--- src/rtl/basic_source_tokenizer_assert.svh ---
// Assertion macros shared by the tokenizer RTL
`ifndef BASIC_SOURCE_TOKENIZER_ASSERT_SVH
`define BASIC_SOURCE_TOKENIZER_ASSERT_SVH
`ifndef SYNTHESIS
`define BST_ASSERT(lbl, clk, rst, prop) \
  lbl: assert property (@(posedge clk) disable iff (rst) prop) \
    else $error("tokenizer check failed");
`define BST_ASSERT_NEXT(lbl, clk, rst, ante, cons) \
  lbl: assert property (@(posedge clk) disable iff (rst) (ante) |=> (cons)) \
    else $error("tokenizer check failed");
`else
`define BST_ASSERT(lbl, clk, rst, prop)
`define BST_ASSERT_NEXT(lbl, clk, rst, ante, cons)
`endif
`endif

--- src/rtl/bst_pkg.sv ---
// Shared types and constants for the source tokenizer
`default_nettype none

package bst_pkg;

  localparam int POS_BITS_DEF = 16;
  localparam int FIELD_W      = 16;
  localparam int RES_MAX      = 3;

  typedef enum logic [2:0] {
    K_NEWLINE = 3'd0,
    K_STRING  = 3'd1,
    K_HEX     = 3'd2,
    K_INTEGER = 3'd3,
    K_REAL    = 3'd4,
    K_IDENT   = 3'd5,
    K_PUNCT   = 3'd6,
    K_END     = 3'd7
  } tok_kind_t;

  typedef struct packed {
    logic [7:0] ch;
    logic       has_char;
    logic       end_of_source;
  } src_item_t;

  typedef struct packed {
    tok_kind_t          kind;
    logic [FIELD_W-1:0] offset;
    logic [FIELD_W-1:0] length;
    logic [FIELD_W-1:0] line;
    logic [FIELD_W-1:0] column;
    logic               last;
  } tok_rec_t;

  // Results of one source byte: close of the running token, a one-char
  // token or flushed token, and the end token, in emission order.
  typedef struct packed {
    logic [RES_MAX-1:0]     vld;
    tok_rec_t [RES_MAX-1:0] rec;
  } tok_push_t;

endpackage

`default_nettype wire

--- src/rtl/bst_lex.sv ---
// Lexer state and per-byte next-state / token logic
`default_nettype none
`include "basic_source_tokenizer_assert.svh"

module bst_lex #(
  parameter int POS_BITS = bst_pkg::POS_BITS_DEF
) (
  input  wire logic              clk,
  input  wire logic              rst,
  input  wire logic              step_en,
  input  wire bst_pkg::src_item_t item,
  output bst_pkg::tok_push_t     push
);
  import bst_pkg::*;

  typedef enum logic [3:0] {
    M_IDLE  = 4'd0,
    M_STR   = 4'd1,
    M_PEND  = 4'd2,
    M_HEX   = 4'd3,
    M_INT   = 4'd4,
    M_INTR  = 4'd5,
    M_FRAC  = 4'd6,
    M_EXPS  = 4'd7,
    M_EXPD  = 4'd8,
    M_IDENT = 4'd9
  } mode_t;

  localparam logic [7:0] CH_TAB    = 8'h09;
  localparam logic [7:0] CH_NL     = 8'h0A;
  localparam logic [7:0] CH_CR     = 8'h0D;
  localparam logic [7:0] CH_SPACE  = 8'h20;
  localparam logic [7:0] CH_QUOTE  = 8'h22;
  localparam logic [7:0] CH_DOLLAR = 8'h24;
  localparam logic [7:0] CH_PLUS   = 8'h2B;
  localparam logic [7:0] CH_MINUS  = 8'h2D;
  localparam logic [7:0] CH_DOT    = 8'h2E;
  localparam logic [7:0] CH_COLON  = 8'h3A;
  localparam logic [7:0] CH_LT     = 8'h3C;
  localparam logic [7:0] CH_EQ     = 8'h3D;
  localparam logic [7:0] CH_GT     = 8'h3E;
  localparam logic [7:0] CH_UPPER_E = 8'h45;
  localparam logic [7:0] CH_LOWER_E = 8'h65;
  localparam logic [7:0] CH_USCORE = 8'h5F;

  localparam logic [POS_BITS-1:0] POS_ONE = POS_BITS'(1);

  function automatic logic [POS_BITS-1:0] sat_inc(input logic [POS_BITS-1:0] v);
    return (&v) ? v : v + POS_ONE;
  endfunction

  function automatic logic is_digit(input logic [7:0] c);
    return (c >= 8'h30) && (c <= 8'h39);
  endfunction

  function automatic logic is_alpha(input logic [7:0] c);
    return ((c >= 8'h41) && (c <= 8'h5A)) || ((c >= 8'h61) && (c <= 8'h7A));
  endfunction

  function automatic logic is_xdigit(input logic [7:0] c);
    return is_digit(c) || ((c >= 8'h41) && (c <= 8'h46)) || ((c >= 8'h61) && (c <= 8'h66));
  endfunction

  function automatic logic is_exp(input logic [7:0] c);
    return (c == CH_UPPER_E) || (c == CH_LOWER_E);
  endfunction

  function automatic tok_rec_t mk_rec(input tok_kind_t k, input logic [POS_BITS-1:0] off,
                                      input logic [POS_BITS-1:0] len,
                                      input logic [POS_BITS-1:0] ln,
                                      input logic [POS_BITS-1:0] col, input logic lst);
    tok_rec_t r;
    r.kind   = k;
    r.offset = FIELD_W'(off);
    r.length = FIELD_W'(len);
    r.line   = FIELD_W'(ln);
    r.column = FIELD_W'(col);
    r.last   = lst;
    return r;
  endfunction

  // state
  mode_t               mode;
  logic [7:0]          pend;
  logic [POS_BITS-1:0] ts_off, ts_line, ts_col, tlen;
  logic [POS_BITS-1:0] cur_off, cur_line, cur_col;

  // after the byte, before end-of-source handling
  mode_t               mode_f, mode_next;
  logic [7:0]          pend_f, pend_next;
  logic [POS_BITS-1:0] ts_off_f, ts_line_f, ts_col_f, tlen_f;
  logic [POS_BITS-1:0] cur_off_f, cur_line_f, cur_col_f;
  logic [POS_BITS-1:0] ts_off_next, ts_line_next, ts_col_next, tlen_next;
  logic [POS_BITS-1:0] cur_off_next, cur_line_next, cur_col_next;

  logic [7:0]          c;
  logic                grow, close, do_idle;
  tok_kind_t           close_kind;
  logic [POS_BITS-1:0] tlen_inc, close_len;

  logic                ic_skip, ic_nl, ic_begin, ic_punct;
  mode_t               ic_mode;

  logic                single_v, flush_v, end_v, close_v;
  tok_kind_t           flush_kind;
  logic [2:0]          last_bits;

  assign c        = item.ch;
  assign tlen_inc = sat_inc(tlen);

  // class of a byte seen while no token is open
  always_comb begin
    ic_skip = (c == CH_SPACE) || (c == CH_TAB) || (c == CH_CR);
    ic_nl   = (c == CH_NL);
    priority if (c == CH_QUOTE) begin
      ic_mode = M_STR;
    end else if ((c == CH_DOLLAR) || (c == CH_DOT) || (c == CH_COLON) ||
                 (c == CH_LT) || (c == CH_GT)) begin
      ic_mode = M_PEND;
    end else if (is_digit(c)) begin
      ic_mode = M_INT;
    end else if (is_alpha(c)) begin
      ic_mode = M_IDENT;
    end else begin
      ic_mode = M_IDLE;
    end
    ic_begin = !ic_skip && !ic_nl;
    ic_punct = ic_begin && (ic_mode == M_IDLE);
  end

  always_comb begin
    grow       = 1'b0;
    close      = 1'b0;
    do_idle    = 1'b0;
    close_kind = K_PUNCT;
    mode_f     = mode;
    if (item.has_char) begin
      unique case (mode)
        M_STR: begin
          if (c == CH_QUOTE) begin
            grow = 1'b1; close = 1'b1; close_kind = K_STRING;
          end else if (c == CH_NL) begin
            close = 1'b1; close_kind = K_STRING; do_idle = 1'b1;
          end else begin
            grow = 1'b1;
          end
        end
        M_PEND: begin
          if ((pend == CH_DOLLAR) && is_xdigit(c)) begin
            grow = 1'b1; mode_f = M_HEX;
          end else if ((pend == CH_DOT) && is_digit(c)) begin
            grow = 1'b1; mode_f = M_INTR;
          end else if (((pend == CH_COLON) && (c == CH_EQ)) ||
                       ((pend == CH_LT) && ((c == CH_GT) || (c == CH_EQ))) ||
                       ((pend == CH_GT) && (c == CH_EQ))) begin
            grow = 1'b1; close = 1'b1; close_kind = K_PUNCT;
          end else begin
            close = 1'b1; close_kind = K_PUNCT; do_idle = 1'b1;
          end
        end
        M_HEX: begin
          if (is_xdigit(c)) begin
            grow = 1'b1;
          end else begin
            close = 1'b1; close_kind = K_HEX; do_idle = 1'b1;
          end
        end
        M_INT, M_INTR: begin
          if (is_digit(c)) begin
            grow = 1'b1;
          end else if (c == CH_DOT) begin
            grow = 1'b1; mode_f = M_FRAC;
          end else if (is_exp(c)) begin
            grow = 1'b1; mode_f = M_EXPS;
          end else begin
            close = 1'b1; do_idle = 1'b1;
            close_kind = (mode == M_INT) ? K_INTEGER : K_REAL;
          end
        end
        M_FRAC: begin
          if (is_digit(c)) begin
            grow = 1'b1;
          end else if (is_exp(c)) begin
            grow = 1'b1; mode_f = M_EXPS;
          end else begin
            close = 1'b1; close_kind = K_REAL; do_idle = 1'b1;
          end
        end
        M_EXPS: begin
          if ((c == CH_PLUS) || (c == CH_MINUS) || is_digit(c)) begin
            grow = 1'b1; mode_f = M_EXPD;
          end else begin
            close = 1'b1; close_kind = K_REAL; do_idle = 1'b1;
          end
        end
        M_EXPD: begin
          if (is_digit(c)) begin
            grow = 1'b1;
          end else begin
            close = 1'b1; close_kind = K_REAL; do_idle = 1'b1;
          end
        end
        M_IDENT: begin
          if (is_digit(c) || is_alpha(c) || (c == CH_USCORE) || (c == CH_DOLLAR)) begin
            grow = 1'b1;
          end else begin
            close = 1'b1; close_kind = K_IDENT; do_idle = 1'b1;
          end
        end
        default: begin
          do_idle = 1'b1;
        end
      endcase
    end

    close_len = grow ? tlen_inc : tlen;
    tlen_f    = close_len;
    ts_off_f  = ts_off;
    ts_line_f = ts_line;
    ts_col_f  = ts_col;
    pend_f    = pend;
    if (close) begin
      mode_f = M_IDLE;
    end
    if (do_idle) begin
      mode_f = M_IDLE;
      if (ic_begin) begin
        mode_f    = ic_mode;
        ts_off_f  = cur_off;
        ts_line_f = cur_line;
        ts_col_f  = cur_col;
        tlen_f    = POS_ONE;
        if (ic_mode == M_PEND) begin
          pend_f = c;
        end
      end
    end

    cur_off_f  = cur_off;
    cur_line_f = cur_line;
    cur_col_f  = cur_col;
    if (item.has_char) begin
      cur_off_f = sat_inc(cur_off);
      if (c == CH_NL) begin
        cur_line_f = sat_inc(cur_line);
        cur_col_f  = POS_ONE;
      end else begin
        cur_col_f = sat_inc(cur_col);
      end
    end

    flush_v    = item.end_of_source;
    flush_kind = K_PUNCT;
    unique case (mode_f)
      M_STR:   flush_kind = K_STRING;
      M_PEND:  flush_kind = K_PUNCT;
      M_HEX:   flush_kind = K_HEX;
      M_INT:   flush_kind = K_INTEGER;
      M_INTR, M_FRAC, M_EXPS, M_EXPD: flush_kind = K_REAL;
      M_IDENT: flush_kind = K_IDENT;
      default: flush_v = 1'b0;
    endcase

    close_v  = close;
    single_v = do_idle && (ic_nl || ic_punct);
    end_v    = item.end_of_source;

    if (item.end_of_source) begin
      mode_next     = M_IDLE;
      pend_next     = '0;
      ts_off_next   = '0;
      ts_line_next  = POS_ONE;
      ts_col_next   = POS_ONE;
      tlen_next     = '0;
      cur_off_next  = '0;
      cur_line_next = POS_ONE;
      cur_col_next  = POS_ONE;
    end else begin
      mode_next     = mode_f;
      pend_next     = pend_f;
      ts_off_next   = ts_off_f;
      ts_line_next  = ts_line_f;
      ts_col_next   = ts_col_f;
      tlen_next     = tlen_f;
      cur_off_next  = cur_off_f;
      cur_line_next = cur_line_f;
      cur_col_next  = cur_col_f;
    end
  end

  // slot 1 carries either the one-char token or the flushed token; never both
  always_comb begin
    push.vld[0] = close_v;
    push.vld[1] = single_v || flush_v;
    push.vld[2] = end_v;
    push.rec[0] = mk_rec(close_kind, ts_off, close_len, ts_line, ts_col,
                         !(single_v || flush_v) && !end_v);
    if (single_v) begin
      push.rec[1] = mk_rec(ic_nl ? K_NEWLINE : K_PUNCT, cur_off, POS_ONE, cur_line, cur_col,
                           !end_v);
    end else begin
      push.rec[1] = mk_rec(flush_kind, ts_off_f, tlen_f, ts_line_f, ts_col_f, !end_v);
    end
    push.rec[2] = mk_rec(K_END, cur_off_f, '0, cur_line_f, cur_col_f, 1'b1);
    last_bits   = {push.vld[2] & push.rec[2].last, push.vld[1] & push.rec[1].last,
                   push.vld[0] & push.rec[0].last};
  end

  always_ff @(posedge clk) begin
    if (rst) begin
      mode     <= M_IDLE;
      pend     <= '0;
      ts_off   <= '0;
      ts_line  <= POS_ONE;
      ts_col   <= POS_ONE;
      tlen     <= '0;
      cur_off  <= '0;
      cur_line <= POS_ONE;
      cur_col  <= POS_ONE;
    end else if (step_en) begin
      mode     <= mode_next;
      pend     <= pend_next;
      ts_off   <= ts_off_next;
      ts_line  <= ts_line_next;
      ts_col   <= ts_col_next;
      tlen     <= tlen_next;
      cur_off  <= cur_off_next;
      cur_line <= cur_line_next;
      cur_col  <= cur_col_next;
    end
  end

  `BST_ASSERT(a_single_or_flush, clk, rst, step_en |-> !(single_v && flush_v))
  `BST_ASSERT(a_one_last, clk, rst, (step_en && (push.vld != '0)) |-> ($countones(last_bits) == 1))
  `BST_ASSERT_NEXT(a_eos_clears, clk, rst, step_en && item.end_of_source, (mode == M_IDLE) && (cur_off == '0) && (cur_line == POS_ONE) && (cur_col == POS_ONE))

endmodule

`default_nettype wire

--- src/rtl/bst_outq.sv ---
// Four-entry result queue between the lexer and the token channel
`default_nettype none
`include "basic_source_tokenizer_assert.svh"

module bst_outq (
  input  wire logic               clk,
  input  wire logic               rst,
  input  wire logic               push_en,
  input  wire bst_pkg::tok_push_t push,
  input  wire logic               tok_stall,
  output logic                    tok_valid,
  output bst_pkg::tok_rec_t       head,
  output logic                    room
);
  import bst_pkg::*;

  localparam int QDEPTH = 4;
  localparam int CW     = $clog2(QDEPTH + 1);

  tok_rec_t          ent [QDEPTH];
  tok_rec_t          ent_next [QDEPTH];
  logic [CW-1:0]     count, count_next, cnt_pop, n_push;
  logic [CW-1:0]     pos [RES_MAX];
  logic              pop;

  assign tok_valid = (count != '0);
  assign head      = ent[0];
  // room for a full request of three results even if nothing drains
  assign room      = (count <= CW'(1));

  always_comb begin
    pop     = tok_valid && !tok_stall;
    cnt_pop = count - CW'(pop);
    n_push  = CW'($countones(push.vld));
    pos[0]  = cnt_pop;
    for (int j = 1; j < RES_MAX; j++) begin
      pos[j] = pos[j-1] + CW'(push.vld[j-1]);
    end
    for (int i = 0; i < QDEPTH - 1; i++) begin
      ent_next[i] = pop ? ent[i+1] : ent[i];
    end
    ent_next[QDEPTH-1] = ent[QDEPTH-1];
    if (push_en) begin
      for (int i = 0; i < QDEPTH; i++) begin
        for (int j = 0; j < RES_MAX; j++) begin
          if (push.vld[j] && (pos[j] == CW'(i))) begin
            ent_next[i] = push.rec[j];
          end
        end
      end
    end
    count_next = cnt_pop + (push_en ? n_push : '0);
  end

  always_ff @(posedge clk) begin
    if (rst) begin
      count <= '0;
    end else begin
      count <= count_next;
    end
  end

  always_ff @(posedge clk) begin
    for (int i = 0; i < QDEPTH; i++) begin
      ent[i] <= ent_next[i];
    end
  end

  `BST_ASSERT(a_push_has_room, clk, rst, push_en |-> (count <= CW'(1)))
  `BST_ASSERT(a_depth, clk, rst, count <= CW'(QDEPTH))

endmodule

`default_nettype wire

--- src/rtl/basic_source_tokenizer.sv ---
// Top level of the streaming source tokenizer
`default_nettype none
// Streaming source tokenizer.
// Source channel: one byte per request on ch, with has_char and
// end_of_source; taken when src_valid is high and src_stall is low.
// Token channel: one descriptor per request (kind, start offset, length,
// start line, start column, last); taken when tok_valid is high and
// tok_stall is low. last marks the final token caused by a source byte.
// A byte is held in an input register and handled by the lexer once the
// result queue has room for its tokens; they enter this four-entry queue,
// from which the token channel is served.
// Throughput is one byte per cycle while bytes give at most one token each
// and the receiver does not stall; further tokens of a byte go out one at a
// time, and src_stall is high while a byte waits and over one token is queued.
// A stalled receiver holds the current token; the queue keeps filling until
// that limit, then src_stall rises. Synchronous reset empties the queue and
// input register and returns the lexer to line 1, column 1, offset 0.
// The end-of-source request flushes the open token, adds the end token and
// returns the lexer to its reset state.

module basic_source_tokenizer #(
  parameter int POS_BITS = bst_pkg::POS_BITS_DEF
) (
  input  wire logic                        clk,
  input  wire logic                        rst,
  input  wire logic                        src_valid,
  output logic                             src_stall,
  input  wire logic [7:0]                  ch,
  input  wire logic                        has_char,
  input  wire logic                        end_of_source,
  output logic                             tok_valid,
  input  wire logic                        tok_stall,
  output logic [2:0]                       token_kind,
  output logic [bst_pkg::FIELD_W-1:0]      start_offset,
  output logic [bst_pkg::FIELD_W-1:0]      token_length,
  output logic [bst_pkg::FIELD_W-1:0]      start_line,
  output logic [bst_pkg::FIELD_W-1:0]      start_column,
  output logic                             last
);
  import bst_pkg::*;

  src_item_t in_q;
  logic      in_vld_q;
  logic      room, step_en, src_take;
  tok_push_t push;
  tok_rec_t  head;

  assign step_en   = in_vld_q && room;
  assign src_stall = in_vld_q && !room;
  assign src_take  = src_valid && !src_stall;

  always_ff @(posedge clk) begin
    if (rst) begin
      in_vld_q <= 1'b0;
    end else if (!src_stall) begin
      in_vld_q <= src_valid;
    end
  end

  always_ff @(posedge clk) begin
    if (src_take) begin
      in_q.ch            <= ch;
      in_q.has_char      <= has_char;
      in_q.end_of_source <= end_of_source;
    end
  end

  bst_lex #(
    .POS_BITS (POS_BITS)
  ) u_lex (
    .clk     (clk),
    .rst     (rst),
    .step_en (step_en),
    .item    (in_q),
    .push    (push)
  );

  bst_outq u_outq (
    .clk       (clk),
    .rst       (rst),
    .push_en   (step_en),
    .push      (push),
    .tok_stall (tok_stall),
    .tok_valid (tok_valid),
    .head      (head),
    .room      (room)
  );

  assign token_kind   = head.kind;
  assign start_offset = head.offset;
  assign token_length = head.length;
  assign start_line   = head.line;
  assign start_column = head.column;
  assign last         = head.last;

endmodule

`default_nettype wire

--- config.mk ---
export PLATFORM = sky130hd
export DESIGN_NAME = basic_source_tokenizer
export DESIGN_NICKNAME = d
export VERILOG_FILES = /design/src/rtl/bst_pkg.sv /design/src/rtl/bst_lex.sv /design/src/rtl/bst_outq.sv /design/src/rtl/basic_source_tokenizer.sv
export VERILOG_INCLUDE_DIRS = /design/src /design/src/rtl
export SDC_FILE = /design/constraint.sdc
export NUM_CORES = 2
export LEC_CHECK = 0
export BUFFER_PORTS_ARGS = -buffer_cell sky130_fd_sc_hd__buf_2
export CORE_MARGIN = 4
export CORE_UTILIZATION = 33
export CTS_CLUSTER_SIZE = 30
export DETAILED_ROUTE_END_ITERATION = 16
export GPL_TIMING_DRIVEN = 0
export HOLD_SLACK_MARGIN = 0.03
export PLACE_DENSITY = 0.5
export SETUP_SLACK_MARGIN = 0.02
export SLEW_MARGIN = 20
export SYNTH_ARGS = -nofsm -noshare
export SYNTH_HDL_FRONTEND = slang
export SYNTH_SLANG_ARGS = --single-unit
--- constraint.sdc ---
create_clock -name clk -period 15.2 [get_ports clk]
set_input_delay 3.04 -clock clk [delete_from_list [all_inputs] [get_ports clk]]
set_output_delay 3.04 -clock clk [all_outputs]
set_load 0.03 [all_outputs]
# ---- Yosys cells after proc, flatten, opt, wreduce, memory -nomap -nowiden
# Memory sizes are Yosys's and may differ from the RTL's.
# Index checks and enable logic that the tools add are counted.
dict set report totals {
  ramBits 272
  n_memories 1
  regBits 138
  word_cells 272
  out_inout_bits 70
  in_bits 14
}
# memory words word_bits rd rd_clocked_by_memory_dff write_ports line
set memory_table {}
lappend memory_table {u_outq.ent 4 68 4 0 4 bst_outq.sv:20} ;# tok_rec_t ent [QDEPTH];
dict set report classes {
  order_cmp 9
  eq_ne 49
  n_reduce_logical 73
  muxes 116
  add_sub_neg 10
}
# op n
set op_table {}
lappend op_table {{$mux 68} 16}
lappend op_table {{$mux 16} 25}
lappend op_table {{$mux 272} 1}
lappend op_table {{$eq 8x6->1 const B} 15}
lappend op_table {{$add 16x1->16 const B} 4}
lappend op_table {{$mux 4} 16}
lappend op_table {{$reduce_and 16->1} 4}
lappend op_table {{$mux 1} 33}
lappend op_table {{$mux 3} 11}
lappend op_table {{$eq 4x3->1 const B} 8}
lappend op_table {{$le 8x7->1 const B} 4}
lappend op_table {{$mux 8} 4}
lappend op_table {{$logic_and 1x1->1} 30}
lappend op_table {{$eq 8x4->1 const B} 3}
lappend op_table {{$eq 8x7->1 const B} 3}
lappend op_table {{$pmux 1 s8} 3}
lappend op_table {{$pmux 3 s7} 1}
lappend op_table {{$eq 4x2->1 const B} 5}
lappend op_table {{$logic_or 1x1->1} 20}
lappend op_table {{$eq 3x2->1 const B} 6}
lappend op_table {{$eq 4x4->1 const B} 4}
lappend op_table {{$ge 8x7->1 const B} 2}
lappend op_table {{$pmux 4 s4} 1}
lappend op_table {{$pmux 3 s5} 1}
lappend op_table {{19 further kinds} 37}

# ---- Logic depth before layout (Yosys ltp)
dict set report depth {
  ltp_word 21
  depth_mapped 24
  depth_no_buf 18
}

# ---- Cells and area by module
# A second synthesis with hierarchy kept.
dict set report unflattened {
  hier_cells 3567
  area_unflattened_um2 28802.6
}
# module instances seq_area_each_um2 area_per_inst_um2 cells_per_inst
set modules_own_cells {}
lappend modules_own_cells {bst_outq 1 6185.9 20225.6 2482}
lappend modules_own_cells {bst_lex 1 2482.4 8220.4 1070}
lappend modules_own_cells {basic_source_tokenizer 1 320.3 356.6 15}

# ---- Least setup slack after synthesis
# Ideal clock, no wire load.
dict set report synth_timing {
  path_kind {input to register}
  from {in tok_stall}
  to {mem u_outq.ent[3][0] (netlist name), enable pin}
  setup_time_ns 0.535
  n_path_buf 5
  setup_slack_ns 4.590
  arrival_time_ns 10.075
  required_time_ns 14.665
  path_stages 14
  cell_sequence {a21oi_1 > clkbuf_1 > buf_1 > buf_1 > buf_1 > ha_1 > inv_1 > ha_1 > ha_1 > xnor3_1 > nand3_1 > or3_1 > clkbuf_1 > a31oi_1}
}
# item line
set synth_rtl {}
lappend synth_rtl {{start: declaration} basic_source_tokenizer.sv:32} ;# input wire logic tok_stall,
lappend synth_rtl {{end: declaration} bst_outq.sv:20}

==> impl_metrics.sql <==
INSERT INTO impl_metrics (metric_group, metric, value, unit) VALUES
('route', 'num_vias', '23530', ''),
('global_routing', 'wire_length_of_the_first_global_routing_pass', '156200', 'um'),
('worst_setup_path', 'reg2reg_slack', '6.26', 'ns'),
('die', 'floorplan.die_area', '72870', 'um2'),
('synth', 'synth_sequential_area_ratio', '0.3970', ''),
('synth', 'postSynthCellCount', '2646', ''),
('timing', 'fmax', '91.54', 'MHz'),
('hold_path', 'timing.hold.worst.class', 'flop to flop', ''),
('worst_setup_path', 'worst_ep_arrival_time', '11.44', 'ns'),
('clock_tree', 'clock_tree.htree_level_count', '2', ''),
('worst_setup_path', 'worst-endpoint-required', '15.71', 'ns'),
('worst_setup_path', 'critical_path.slowest_cell', 'nand3_1', ''),
('worst_setup_path', 'worstPathMaxFanout', '10', ''),
('hold_path', 'whs_endpoint', 'u_lex.pend[7]$_SDFFE_PP0P_', ''),
('synth', 'synthesis.nets', '2676', ''),
('synth', 'dominantRegCellSynth', 'dfxtp_1', ''),
('finish', 'multi_input_comb_area', '12570', 'um2'),
('worst_setup_path', 'startpoint_type', 'input port', ''),
('global_routing', 'global_route.peak_usage_layer', 'met2', ''),
('pwr', 'clock_power_share', '0.238', ''),
('route', 'drt_first_pass_iters', '6', ''),
('synth', 'synth_area_per_cell', '8.557', 'um2'),
('flow_run', 'drv.max_cap_violation_count', '0', ''),
('die', 'fp.dieH', '269.9', 'um'),
('finish', 'stdcell_area', '25980', 'um2'),
('die', 'initial_core_util', '0.3348', ''),
('timing', 'unrepaired_setup_endpoints_after_global_routing', 'no', ''),
('pwr', 'power.share.combinational', '0.449', ''),
('clock_tree', 'tritoncts', 'done', ''),
('route', 'routed_wire_length_per_instance', '29.78', 'um'),
('placement', 'placed_area', '24340', 'um2'),
('placement', 'place_congestion', '0.9554', ''),
('pwr', 'seq_power_share', '0.312', ''),
('pwr', 'power.leakage', '9.476', 'nW'),
('finish', 'layout.filler_cells', '6902', ''),
('synth', 'synth_enable_flop_cells', '78', ''),
('route', 'post_drt_via_cell_ratio', '6.356', ''),
('die', 'core_area', '67630', 'um2'),
('timing', 'final-max-slew-violation-count', '0', ''),
('timing', 'fin_crit_sh', '0.7187', ''),
('timing', 'slew_headroom', '0.1146', ''),
('global_routing', 'grt_antenna_before_repair', '4', ''),
('die', 'boundaryPins', '84', ''),
('clock_tree', 'path_clk_slew', '0.06', 'ns'),
('route', 'routed_wire_length', '110300', 'um'),
('status', 'outcome', 'finished, final reports clean', ''),
('global_routing', 'overflow', '0', ''),
('finish', 'drive_gt1_frac', '0.1142', ''),
('worst_setup_path', 'reg2reg_from', 'u_outq.count[2]$_SDFF_PP0_', ''),
('placement', 'io_buffer_count', '82', ''),
('placement', 'place_hpwl', '76860', 'um'),
('synth', 'post_synth_instance_area', '22640', 'um2'),
('timing', 'final-setup-viol-count', '0', ''),
('timing', 'whs', '0.4519', 'ns'),
('clock_tree', 'clk_root_buffer_cell', 'clkbuf_16', ''),
('finish', 'nNetsFinal', '2818', ''),
('clock_tree', 'cts_setup_buffers', '0', ''),
('timing', 'final-hold-violation-count', '0', ''),
('clock_tree', 'cts_sinks', '410', ''),
('clock_tree', 'ctsHoldBuffers', '0', ''),
('worst_setup_path', 'cp_cell_sequence', 'buf_2 -> a21oi_1 -> clkbuf_1 -> buf_1 -> buf_1 -> buf_1 -> ha_1 -> inv_1 -> ha_1 -> ha_1 -> ha_1 -> xor2_1 -> nand2_1 -> inv_1 -> nand2_1 -> nor2_1 -> nor2_1 -> nand3_1 -> clkbuf_1 -> o22ai_1 -> a211oi_1', ''),
('synth', 'synth.ff_latch_count', '410', ''),
('timing', 'final_period_minus_worst_setup_slack', '10.92', 'ns'),
('finish', 'n_antenna_cell', '0', ''),
('global_routing', 'grtUsageTotal', '0.2865', ''),
('global_routing', 'global_route.usage.met3', '0.06121', ''),
('pwr', 'internal_power', '0.002897', 'W'),
('finish', 'syn2layout_area_growth', '14.75', '%'),
('timing', 'setup_total_negative_slack', '0', 'ns'),
('hold_path', 'worst_min_path_start', 'u_lex.pend[7]$_SDFFE_PP0P_', ''),
('worst_setup_path', 'crit_path_end_kind', 'flop', '');
[area by class of cell]
cell class / instances / share of cell area
multi-input combinational: 1963 / 0.4838
sequential: 410 / 0.3460
clock buffer: 69 / 0.05360
tap: 873 / 0.04204
buffer: 250 / 0.03997
timing repair buffer: 91 / 0.02206
clock inverter: 23 / 0.009294
inverter: 23 / 0.003323
[state kept, by name, indices dropped and copies added, names as in the netlist]
signal	cells
u_lex.ts_off	16
u_lex.cur_line	16
u_lex.mode	4
u_lex.tlen	16
u_outq.ent	272
u_lex.cur_off	16
u_lex.ts_col	16
u_lex.pend	8
in_q	10
u_outq.count	3
in_vld_q	1
u_lex.ts_line	16
u_lex.cur_col	16
[cell families after synthesis]
logic type | Yosys count | share of synthesized area
AND/OR/NAND/NOR | 850 | 0.1694
multiplexers | 241 | 0.1093
adder cells (fa/ha/maj) | 16 | 0.009504
XOR/XNOR | 50 | 0.02056
flip-flops | 410 | 0.3970
AO/OA/AOI/OAI | 806 | 0.2452
buffers and inverters | 273 | 0.04912
[critical path, delay by kind of cell]
kind	cells	cell delay, ns
xor+xnor	1	0.15
compound gates	3	0.55
simple gates	5	2.39
buf+inv	8	4.07
fa+ha+maj	4	1.20
[cell usage in the layout, fill, tap and decap left out, types with 30 or more instances in the layout]
master and instances:
edfxtp_1 78, clkbuf_1 194, mux2i_1 191, nand3_1 56
nor3_1 45, a22oi_1 110, o211ai_1 31, a21oi_1 123
a211oi_1 50, xnor2_1 30, dfxtp_1 332, o221ai_1 55
buf_2 123, mux2_2 49, nand2_1 222, o21ai_0 115
o22ai_1 120, clkbuf_16 50, nor2_1 361
[Yosys cell counts (21+ instances only)]
master      n  area [um2]
xnor2_1    30       262.8
o211a_1    29       290.3
edfxtp_1   78        2342
nand2_1   222       833.3
o211ai_1   31       232.7
buf_2      37       185.2
nand3_1    56       280.3
mux2i_1   191        1912
nor2_1    362        1359
nor3_1     47       235.2
o21ai_0   115       575.6
a31oi_1    29       181.4
and3_1     24       150.1
o21ai_1    24       120.1
a22oi_1   110       825.8
mux2_2     49       551.8
o22ai_1   120       750.7
a21oi_1   123       615.6
o221ai_1   55       481.7
nor2b_1    21       131.4
and2_1     23       143.9
inv_1      22       82.58
a211oi_1   50       375.4
dfxtp_1   332        6646
clkbuf_1  188       705.7
[worst max-delay path by stage]
stage | depth (start not counted) | slack, ns | from | endpoint
2_1_floorplan | 14 | 4.59 | tok_stall | u_outq.ent[3][0]$_SDFFCE_PP1P_
3_3_place_gp | 17 | -1.81 | tok_stall | u_outq.ent[3][54]$_DFFE_PP_
3_5_place_dp | 21 | 4.08 | tok_stall | u_outq.ent[2][51]$_DFF_P_
4_1_cts | 21 | 4.72 | tok_stall | u_outq.ent[2][51]$_DFF_P_
5_1_grt | 21 | 4.40 | tok_stall | u_outq.ent[2][52]$_DFF_P_
6_report | 21 | 4.28 | tok_stall | u_outq.ent[2][51]$_DFF_P_
[power groups by stage]
stage	Combinational [W]	Clock (W)	Sequential [W]
final	0.00232	0.00123	0.00161
after global routing	0.00241	0.00128	0.00163
after CTS	0.00224	0.00124	0.00160
after detailed placement	0.00223	0	0.00162
after global placement	0.00218	0	0.00162
after floorplan	0.00129	0	0.00172
[layer usage]
layer | part of all wire | wire length (um)
met5 | 0 | 0
met4 | 0.064 | 7004
met3 | 0.10 | 11380
met2 | 0.43 | 47490
met1 | 0.40 | 44380
[per-stage QoR]
step                power (W)  worst slack, ns  std cells  utilization
global placement     0.003806           -1.807       3601       0.3570
floorplan            0.003013            4.590       2646            -
finish               0.005155            4.276       3702       0.3842
detailed placement   0.003855            4.083       3610       0.3599
global route         0.005323            4.396       3702       0.3842
CTS                  0.005083            4.718       3702       0.3841
(Power assumes the default switching activity.)
